### config.mk
export PLATFORM = sky130hd
export DESIGN_NAME = min_tracking_stack
export DESIGN_NICKNAME = d
export VERILOG_FILES = /design/src/rtl/mts_pkg.sv /design/src/rtl/mts_ram.sv /design/src/rtl/min_tracking_stack.sv
export SDC_FILE = /design/constraint.sdc
export NUM_CORES = 2
export LEC_CHECK = 0
export BUFFER_PORTS_ARGS = -buffer_cell sky130_fd_sc_hd__clkbuf_2
export CORE_ASPECT_RATIO = 0.7
export CORE_MARGIN = 1
export CORE_UTILIZATION = 25
export DETAILED_ROUTE_END_ITERATION = 10
export PLACE_DENSITY = 0.44
export SKIP_LAST_GASP = 1
export SYNTH_ARGS = -nofsm -noshare
export SYNTH_HDL_FRONTEND = slang
export SYNTH_SLANG_ARGS = --single-unit
### constraint.sdc
create_clock -name clk -period 10.6 [get_ports clk]
set_input_delay 2.12 -clock clk [delete_from_list [all_inputs] [get_ports clk]]
set_output_delay 2.12 -clock clk [all_outputs]
set_load 0.05 [all_outputs]
### src/rtl/mts_pkg.sv
`default_nettype none

package mts_pkg;

	// Default sizing of the stack
	localparam int DEPTH_DEF      = 64;
	localparam int DATA_WIDTH_DEF = 32;

	// Fixed widths of the port fields
	localparam int FIELD_W  = 32;
	localparam int COUNT_W  = 7;
	localparam int OPCODE_W = 2;
	localparam int STATUS_W = 2;

	typedef enum logic [OPCODE_W-1:0] {
		OP_PUSH = 2'd0,
		OP_POP  = 2'd1,
		OP_PEEK = 2'd2
	} opcode_t;

	typedef enum logic [STATUS_W-1:0] {
		ST_OK    = 2'd0,
		ST_UNDER = 2'd1,
		ST_OVER  = 2'd2
	} status_t;

endpackage

`default_nettype wire

### src/rtl/mts_ram.sv
`default_nettype none

// Simple dual-port entry store: one write port, one read port, registered read data.
module mts_ram
	import mts_pkg::*;
#(
	parameter int DEPTH = DEPTH_DEF,
	parameter int WIDTH = 2 * DATA_WIDTH_DEF
) (
	input  wire logic                     clk,
	input  wire logic                     wr_en,
	input  wire logic [$clog2(DEPTH)-1:0] wr_addr,
	input  wire logic [WIDTH-1:0]         wr_data,
	input  wire logic                     rd_en,
	input  wire logic [$clog2(DEPTH)-1:0] rd_addr,
	output logic      [WIDTH-1:0]         rd_data
);

	logic [WIDTH-1:0] mem_q [DEPTH];

	always_ff @(posedge clk) begin
		if (wr_en) begin
			mem_q[wr_addr] <= wr_data;
		end
	end

	always_ff @(posedge clk) begin
		if (rd_en) begin
			rd_data <= mem_q[rd_addr];
		end
	end

endmodule

`default_nettype wire

### src/rtl/min_tracking_stack.sv
`default_nettype none

// Channel   Direction  Handshake            Beat payload
// -------   ---------  -------------------  ------------------------------------------------
// in        sink       in_valid / in_stall  opcode, data_value
// out       source     out_valid/out_stall  popped_value, current_min, entry_count, status
//
// Push, peek and the unused opcode answer from the cached top entry. A pop that leaves the stack
// non-empty reads the new top entry back from the entry memory, which returns it in the cycle
// after the read is issued; the result beat is launched when it arrives, and input stalls meanwhile.
// After reset the stack is empty; the memory needs no clearing pass, since only entries
// below the count are ever read and each of those was written by a push.
// The result sits in an output register; a new input beat is taken while that register
// is empty or being drained in the same cycle, so out_stall backs up into in_stall.

module min_tracking_stack
	import mts_pkg::*;
#(
	parameter int DEPTH      = DEPTH_DEF,
	parameter int DATA_WIDTH = DATA_WIDTH_DEF
) (
	input  wire logic                       clk,
	input  wire logic                       arst_n,
	// input channel
	input  wire logic                       in_valid,
	output logic                            in_stall,
	input  wire logic [OPCODE_W-1:0]        opcode,
	input  wire logic signed [FIELD_W-1:0]  data_value,
	// result channel
	output logic                            out_valid,
	input  wire logic                       out_stall,
	output logic signed [FIELD_W-1:0]       popped_value,
	output logic signed [FIELD_W-1:0]       current_min,
	output logic        [COUNT_W-1:0]       entry_count,
	output logic        [STATUS_W-1:0]      status
);

	localparam int AW = $clog2(DEPTH);
	localparam int CW = $clog2(DEPTH + 1);
	localparam int EW = (DATA_WIDTH > FIELD_W) ? DATA_WIDTH : FIELD_W;
	localparam int MW = 2 * DATA_WIDTH;

	typedef enum logic {
		S_RUN,
		S_FILL
	} fsm_t;

	// Sign-extend a stored pattern and cut it to the port field.
	function automatic logic [FIELD_W-1:0] to_field(input logic [DATA_WIDTH-1:0] x);
		logic signed [EW-1:0] w;
		w = EW'($signed(x));
		return w[FIELD_W-1:0];
	endfunction

	fsm_t                   state_q;
	logic [CW-1:0]          count_q;
	// Top entry, cached beside the memory so push and peek never wait on a read
	logic [DATA_WIDTH-1:0]  top_val_q;
	logic [DATA_WIDTH-1:0]  top_min_q;
	// Output register
	logic                   out_valid_q;
	logic [FIELD_W-1:0]     popped_q;
	logic [FIELD_W-1:0]     cur_min_q;
	logic [COUNT_W-1:0]     count_out_q;
	status_t                status_q;

	logic                   out_free;
	logic                   accept;
	logic                   empty;
	logic                   full;
	logic [EW-1:0]          din_ext;
	logic [DATA_WIDTH-1:0]  push_val;
	logic [DATA_WIDTH-1:0]  push_min;
	logic [CW-1:0]          count_dec;
	logic [CW-1:0]          rd_idx;

	logic                   do_wr;
	logic                   do_rd;
	logic                   go_fill;
	logic                   res_now;
	logic [FIELD_W-1:0]     res_pop;
	logic [FIELD_W-1:0]     res_min;
	status_t                res_status;
	logic [CW-1:0]          cnt_nxt;
	logic [DATA_WIDTH-1:0]  tv_nxt;
	logic [DATA_WIDTH-1:0]  tm_nxt;
	logic [MW-1:0]          rd_data;

	// Take a beat only when not refilling the top cache and the output slot frees up.
	assign out_free = !out_valid_q || !out_stall;
	assign in_stall = (state_q == S_FILL) || !out_free;
	assign accept   = in_valid && !in_stall;

	assign empty     = (count_q == '0);
	assign full      = (count_q == CW'(DEPTH));
	assign din_ext   = EW'($unsigned(data_value));
	assign push_val  = din_ext[DATA_WIDTH-1:0];
	// New minimum: the value itself on an empty stack or when strictly below the top minimum.
	assign push_min  = (empty || ($signed(push_val) < $signed(top_min_q))) ? push_val : top_min_q;
	assign count_dec = count_q - CW'(1);
	// After a pop the new top sits two below the old count.
	assign rd_idx    = count_q - CW'(2);

	always_comb begin
		do_wr      = 1'b0;
		do_rd      = 1'b0;
		go_fill    = 1'b0;
		res_now    = 1'b1;
		res_pop    = '0;
		res_min    = empty ? '0 : to_field(top_min_q);
		res_status = ST_OK;
		cnt_nxt    = count_q;
		tv_nxt     = top_val_q;
		tm_nxt     = top_min_q;
		if (accept) begin
			unique case (opcode_t'(opcode))
				OP_PUSH: begin
					if (full) begin
						res_status = ST_OVER;
					end else begin
						do_wr   = 1'b1;
						cnt_nxt = count_q + CW'(1);
						tv_nxt  = push_val;
						tm_nxt  = push_min;
						res_min = to_field(push_min);
					end
				end
				OP_POP: begin
					if (empty) begin
						res_status = ST_UNDER;
					end else begin
						res_pop = to_field(top_val_q);
						cnt_nxt = count_dec;
						if (count_dec == '0) begin
							res_min = '0;
						end else begin
							// Refill the top cache from memory; the beat goes out from the fill state.
							do_rd   = 1'b1;
							go_fill = 1'b1;
							res_now = 1'b0;
						end
					end
				end
				OP_PEEK: begin
					if (empty) begin
						res_status = ST_UNDER;
					end
				end
				default: begin
				end
			endcase
		end
	end

	// The memory mirrors every pushed entry; the cache holds the top one. A write and a
	// read never land in the same cycle, so no forwarding path is needed.
	mts_ram #(
		.DEPTH (DEPTH),
		.WIDTH (MW)
	) u_ram (
		.clk     (clk),
		.wr_en   (do_wr),
		.wr_addr (count_q[AW-1:0]),
		.wr_data ({push_val, push_min}),
		.rd_en   (do_rd),
		.rd_addr (rd_idx[AW-1:0]),
		.rd_data (rd_data)
	);

	always_ff @(posedge clk or negedge arst_n) begin
		if (!arst_n) begin
			state_q     <= S_RUN;
			count_q     <= '0;
			top_val_q   <= '0;
			top_min_q   <= '0;
			out_valid_q <= 1'b0;
			popped_q    <= '0;
			cur_min_q   <= '0;
			count_out_q <= '0;
			status_q    <= ST_OK;
		end else begin
			// Drop the result beat once taken; a new one below overrides this.
			if (out_valid_q && !out_stall) begin
				out_valid_q <= 1'b0;
			end
			unique case (state_q)
				S_RUN: begin
					if (accept) begin
						count_q     <= cnt_nxt;
						top_val_q   <= tv_nxt;
						top_min_q   <= tm_nxt;
						popped_q    <= res_pop;
						count_out_q <= COUNT_W'(cnt_nxt);
						status_q    <= res_status;
						if (res_now) begin
							cur_min_q   <= res_min;
							out_valid_q <= 1'b1;
						end
						if (go_fill) begin
							state_q <= S_FILL;
						end
					end
				end
				S_FILL: begin
					// Output slot is empty here: it was free when the pop was taken.
					top_val_q   <= rd_data[MW-1:DATA_WIDTH];
					top_min_q   <= rd_data[DATA_WIDTH-1:0];
					cur_min_q   <= to_field(rd_data[DATA_WIDTH-1:0]);
					out_valid_q <= 1'b1;
					state_q     <= S_RUN;
				end
				default: begin
					state_q <= S_RUN;
				end
			endcase
		end
	end

	assign out_valid    = out_valid_q;
	assign popped_value = popped_q;
	assign current_min  = cur_min_q;
	assign entry_count  = count_out_q;
	assign status       = status_q;

endmodule

`default_nettype wire

After elaboration in Yosys (flattened, before gate mapping). Memory sizes are Yosys's and may differ from the RTL's. A register that Yosys moved wholly into a read port is not among the register bits. Index checks and enable logic that the tools add are counted.

Register bits: 139. RAM bits: 4096. Bits of input ports: 38. Output and inout port bits: 75. Word-level logic and storage cells: 86. Memories: 1.

Add/subtract/negate cells: 3. Order comparisons: 1. Equality and inequality tests: 9. Multiplexer cells: 45. Bitwise operators: 1. Reduce and logical (&&, ||, !) cells: 18.

Memory list: u_ram.mem_q (words 64, bits a word 64, rd ports 1, clocked after Yosys merged registers in 1, write ports 1, line mts_ram.sv:19) `logic [WIDTH-1:0] mem_q [DEPTH];`.

Operator list (count): 32-bit 2-to-1 mux (15); 32-bit case mux with 2 select lines (4); 32-bit less-than comparator (1); 1-bit 2-to-1 mux (19); 7-bit logical NOT (2); 7-bit 2-to-1 mux (2); 7-bit case mux with 2 select lines (1); 2-bit inequality test (second input constant) (5); 7-bit by 1-bit adder with 7-bit output (second input constant) (1); 7-bit == test (second input constant) (1); 7-bit by 1-bit subtractor with 7-bit output (second input constant) (1); 6-bit by 2-bit subtractor with 6-bit output (second input constant) (1); 5-bit AND reduction (1); 1-bit logical NOT (4); 1-bit case mux with 2 select lines (2); 2-bit case mux with 2 select lines (1); 2-bit AND reduction (2); 1-bit logical OR (3); 3-bit AND reduction (1); 2-bit by 1-bit == test with 1-bit output (second input constant) (1); 2-bit == test (second input constant) (1); 1-bit logical AND (2); 2-bit logical NOT (1); 2-bit 2-to-1 mux (1); 4 further kinds (4).

Longest topological paths before layout.
Depth after elaboration: 10. Mapped depth: 15.

Hierarchy. From an unflattened synthesis, not the netlist that was laid out.

Cell total of the unflattened synthesis: 7420. Area total of the unflattened synthesis: 164714.2 um^2.

By module, submodules not included: mts_ram (times used 1, cells an instance 6598, area an instance 156989.3 um^2); min_tracking_stack (times used 1, cells an instance 822, area an instance 7724.9 um^2).

Worst setup path before layout. OpenSTA, ideal clock, no wires.

Kind: in2reg. Start: input port out_stall. End: memory u_ram.mem_q[46][0] in the netlist's numbering, enable pin. Setup time: 0.487 ns. Arrival: 6.223 ns. Data required time: 10.113 ns. Slack: 3.890 ns. Stages: 8. Path buffers: 2. Path through: a21oi_1 > and2_1 > clkbuf_1 > o211ai_2 > buf_2 > nor2_1 > nand2_1 > nor2_1.

Longest elaborated chain between the ends: 9.

RTL lines: from (decl) (line min_tracking_stack.sv:31) `input wire logic out_stall,`; 1-bit logical NOT (line min_tracking_stack.sv:90) `assign out_free = !out_valid_q || !out_stall;`; 1-bit logical OR (line min_tracking_stack.sv:90); 1-bit logical NOT (line min_tracking_stack.sv:91) `assign in_stall = (state_q == S_FILL) || !out_free;`; 1-bit logical OR (line min_tracking_stack.sv:91); 1-bit logical NOT (line min_tracking_stack.sv:92) `assign accept = in_valid && !in_stall;`; 1-bit logical AND (line min_tracking_stack.sv:92); 1-bit 2-to-1 mux (line min_tracking_stack.sv:115) `if (accept) begin`; 1-bit 2-to-1 mux (line mts_ram.sv:22) `if (wr_en) begin`; 1-bit 2-to-1 mux (implied by the code) (line mts_ram.sv:23) `mem_q[wr_addr] <= wr_data;`; to (decl) (line mts_ram.sv:19).

No other way between the ends.

Worst setup path in the final report.
Start: input port data_value[31]. End: memory u_ram.mem_q[58][5] in the netlist's numbering (data pin).

Longest elaborated chain between the ends: 3.

RTL lines: from (decl) (line min_tracking_stack.sv:28) `input wire logic signed [FIELD_W-1:0] data_value,`; 32-bit less-than comparator (line min_tracking_stack.sv:99) `assign push_min = (empty || ($signed(push_val) < $signed(top_min_q))) ? push_val : top_min_q;`; 1-bit logical OR (line min_tracking_stack.sv:99); 32-bit 2-to-1 mux (line min_tracking_stack.sv:99); named net push_min[5] (line min_tracking_stack.sv:73) `logic [DATA_WIDTH-1:0] push_min;`.

The timed path passes the listed nets, and every way through them passes these cells.

==> reports/qor.txt <==
Status = finished clean
Final setup viols = 0
Insertion delay to the later sink of the worst-skew pair = 1.05 ns
FF-to-FF End = u_ram.rd_data[55]
#FFs+latches synth = 4299
Worst rel slew slack = 0.0758
Achievable Freq = 150 MHz
Worst Reg-to-Reg Cells = 7
Tmin final = 6.66 ns
Input/output buffers = 112
Fin. Hold Viols = 0
Final WL = 560000 um
Initial DRC count = 12300
Post-synth EDFFs = 4160
Sink Count = 4299
Setup slack, reg-to-reg = 4.45 ns
Combinational Power Share = 0.313
RSZ-0062 raised after global routing = false
Synth-to-Final Area Change = 15.9%
Multi-input logic area = 36100 um2
Initial antenna violation count = 65
Hold Crit Class = flop to flop
NetSw = 17.0 mW
Leakage = 58.6 nW
Unique masters post-synth = 54
Top cells by area, synth = edfxtp_1 (75%), mux4_2 (18%), dfrtp_1 (2.1%)
Via-to-Cell Ratio = 4.95
Hold Buf Count CTS = 0
Largest net degree at the start of global routing = 135
CTS tree = done
# Post-CTS Setup Buffers = 0
P per Cell Area = 273 nW/um2
Worst Max-Slew Pin Slew = 1.39 ns
First-pass GRT wire length = 747000 um
Synth top cells by count = edfxtp_1 (4160), mux4_2 (1344), clkbuf_1 (230)
Htree depth = 5
Die X = 975 um
Via Count = 81300
Slowest stage cell, crit path = mux2_2
Syn avg cell area = 24.1 um2
Fraction of registers with async set/reset = 0.0323
Mapped cell area = 166000 um2
CP Depth = 11
Ratio of final minimum period to clock period = 0.628
Share of layout cells above drive strength 1 = 0.321
Routability cong. = 0.830
Critical setup path kind = input pin to flop
Initial core utilization = 0.252
Clock root cell = clkbuf_16
Core area = 659000 um2
Finished Core Util = 0.292
Maximum vdd drop = 0.270 mV
Number of cell rows = 249
Cell Chain, Critical Path = clkbuf_2 -> buf_4 -> ha_1 -> nand4_1 -> nor4_2 -> buf_4 -> a211oi_1 -> nand2_1 -> and3_4 -> or2_4 -> mux2_2
Drt first pass iters = 7
Post-CTS Resized = 0
CP bufs+invs = 3
Reg clk slew, reported paths = 0.06 ns
IO Pins = 113
Post-DP HPWL = 314000 um
Max Root-Sink Buffers = 4
Crit-path max FO = 64
WP data arrival = 7.27 ns
Worst Path Required = 11.21 ns
DRC Markers = 0
Final Skew = 0.0736 ns
Share of power burned in registers = 0.406
Post-route ant nets = 0
Internal power = 35.5 mW
Cell mode on critical path = buf_4
Min Hold Slack = 0.463 ns
Final nets = 7382
Largest area contributor in the netlist = edfxtp_1
Critical Path End = u_ram.mem_q[58][5]
Most common cell in the synthesized netlist = edfxtp_1
Sequential cell area = 128000 um2
Syn_nets = 6952
Synth Flop Type = edfxtp_1
Vert. Die Dim = 683 um
Worst setup startpoint = data_value[31]
Synth warn = 0
Seq/Total Area, Yosys = 0.775
Synthesized netlist cell count = 6872
Slew Limit Fails = 0
Grt ovf = 0
Switching Fraction = 0.323
Number of max-cap violations = 0
Clock share of power = 0.281
# fillers = 63700
Gr usage total = 0.163
Top cell type's share of synthesized area = 0.754
Min-delay src = u_ram.rd_data[42]
Setup tns final = 0 ns
Vias in the first global route = 81300
Delay-heaviest family, CP = simple AND/OR/NAND/NOR gates
Wire length per cell = 34.0 um
Max stage delay on crit path = 1.16 ns
Die area = 666000 um2
CTS Buf Count = 413
R2R Path Start = entry_count[1]
Startpoint types = input pin
CP Capture Type = flop
worst min path at each step:
stage / to / depth (start not counted) / slack, ns
finish: top_val_q[10] / 2 / 0.46
global route: top_val_q[10] / 2 / 0.47
CTS: top_val_q[16] / 2 / 0.47
detailed placement: top_val_q[16] / 2 / 0.45
global placement: top_val_q[16] / 2 / 0.44
floorplan: top_val_q[0] / 2 / 0.43
power by group through the flow:
stage	clock network (mW)	registers [mW]	logic, mW
after global placement	0	21.7	16.5
after detailed placement	0	21.7	16.6
final	14.7	21.3	16.4
after floorplan	0	21.5	10.4
after global routing	15.7	21.3	17.3
after CTS	15.1	21.3	16.7
sequential cells by signal, summed over array words and instances, names as in the netlist:
name / cells
out_valid: 1
entry_count: 7
top_val_q: 32
u_ram.rd_data: 64
status: 2
popped_value: 32
current_min: 32
state_q: 1
top_min_q: 32
u_ram.mem_q: 4096
kinds of logic after synthesis:
kind of cell	Yosys count	share of synthesized area
muxes	1428	0.188
adders and majority gates	42	0.00317
DFF	4299	0.775
buffers and inverters	437	0.0112
xor gates and xnor gates	12	0.000634
AOI/OAI and AO/OA	334	0.0135
and+or+nand+nor	320	0.00874
metrics by stage:
step	power [mW]	area, um2	instances	setup slack (ns)
3_5_place_dp	38.3	179000	15700	2.79
6_report	52.5	192000	16400	3.94
2_1_floorplan	31.9	166000	6872	3.89
4_1_cts	53.1	192000	16400	3.88
3_3_place_gp	38.1	179000	15700	2.15
5_1_grt	54.3	192000	16400	3.85
placed cells by master, fill, tap and decap left out, types with 41 or more instances in the layout:
master / netlist / final
clkbuf_16: 0 / 414
nor2_1: 113 / 46
clkbuf_2: 0 / 111
ha_1: 42 / 41
a211oi_1: 64 / 64
clkinv_1: 0 / 87
o21ai_0: 68 / 67
clkinv_2: 0 / 77
edfxtp_1: 4160 / 4160
nand2_1: 64 / 62
nor3_1: 65 / 65
clkbuf_1: 230 / 93
nor2_4: 1 / 66
inv_1: 43 / 42
mux2i_1: 52 / 52
nand3_1: 42 / 42
mux4_2: 1344 / 1344
buf_4: 18 / 276
a21oi_1: 62 / 62
dfrtp_1: 139 / 136
worst min-delay path: cells and delay by family, from the launching register on:
kind	cells	cell delay [ns]
flip-flops	1	0.32
AND/OR/NAND/NOR	1	0.05
AO/OA/AOI/OAI	1	0.06
final cells by class:
cell class / instances / share of cell area
clock inverter: 236 / 0.0123
sequential: 4299 / 0.669
timing repair buffer: 408 / 0.0158
inverter: 44 / 0.000886
antenna: 12 / 0.000156
clock buffer: 520 / 0.0567
tap: 8785 / 0.0573
multi-input combinational: 2136 / 0.188
layer usage:
layer	global-route usage	routed length, um	up-vias
li1	-	-	30700
met2	0.236	240000	3757
met3	0.0317	43600	710
met1	0.248	259000	46100
met4	0.0444	16500	8
met5	0	48	-
Power figures use the tool's default switching activity.
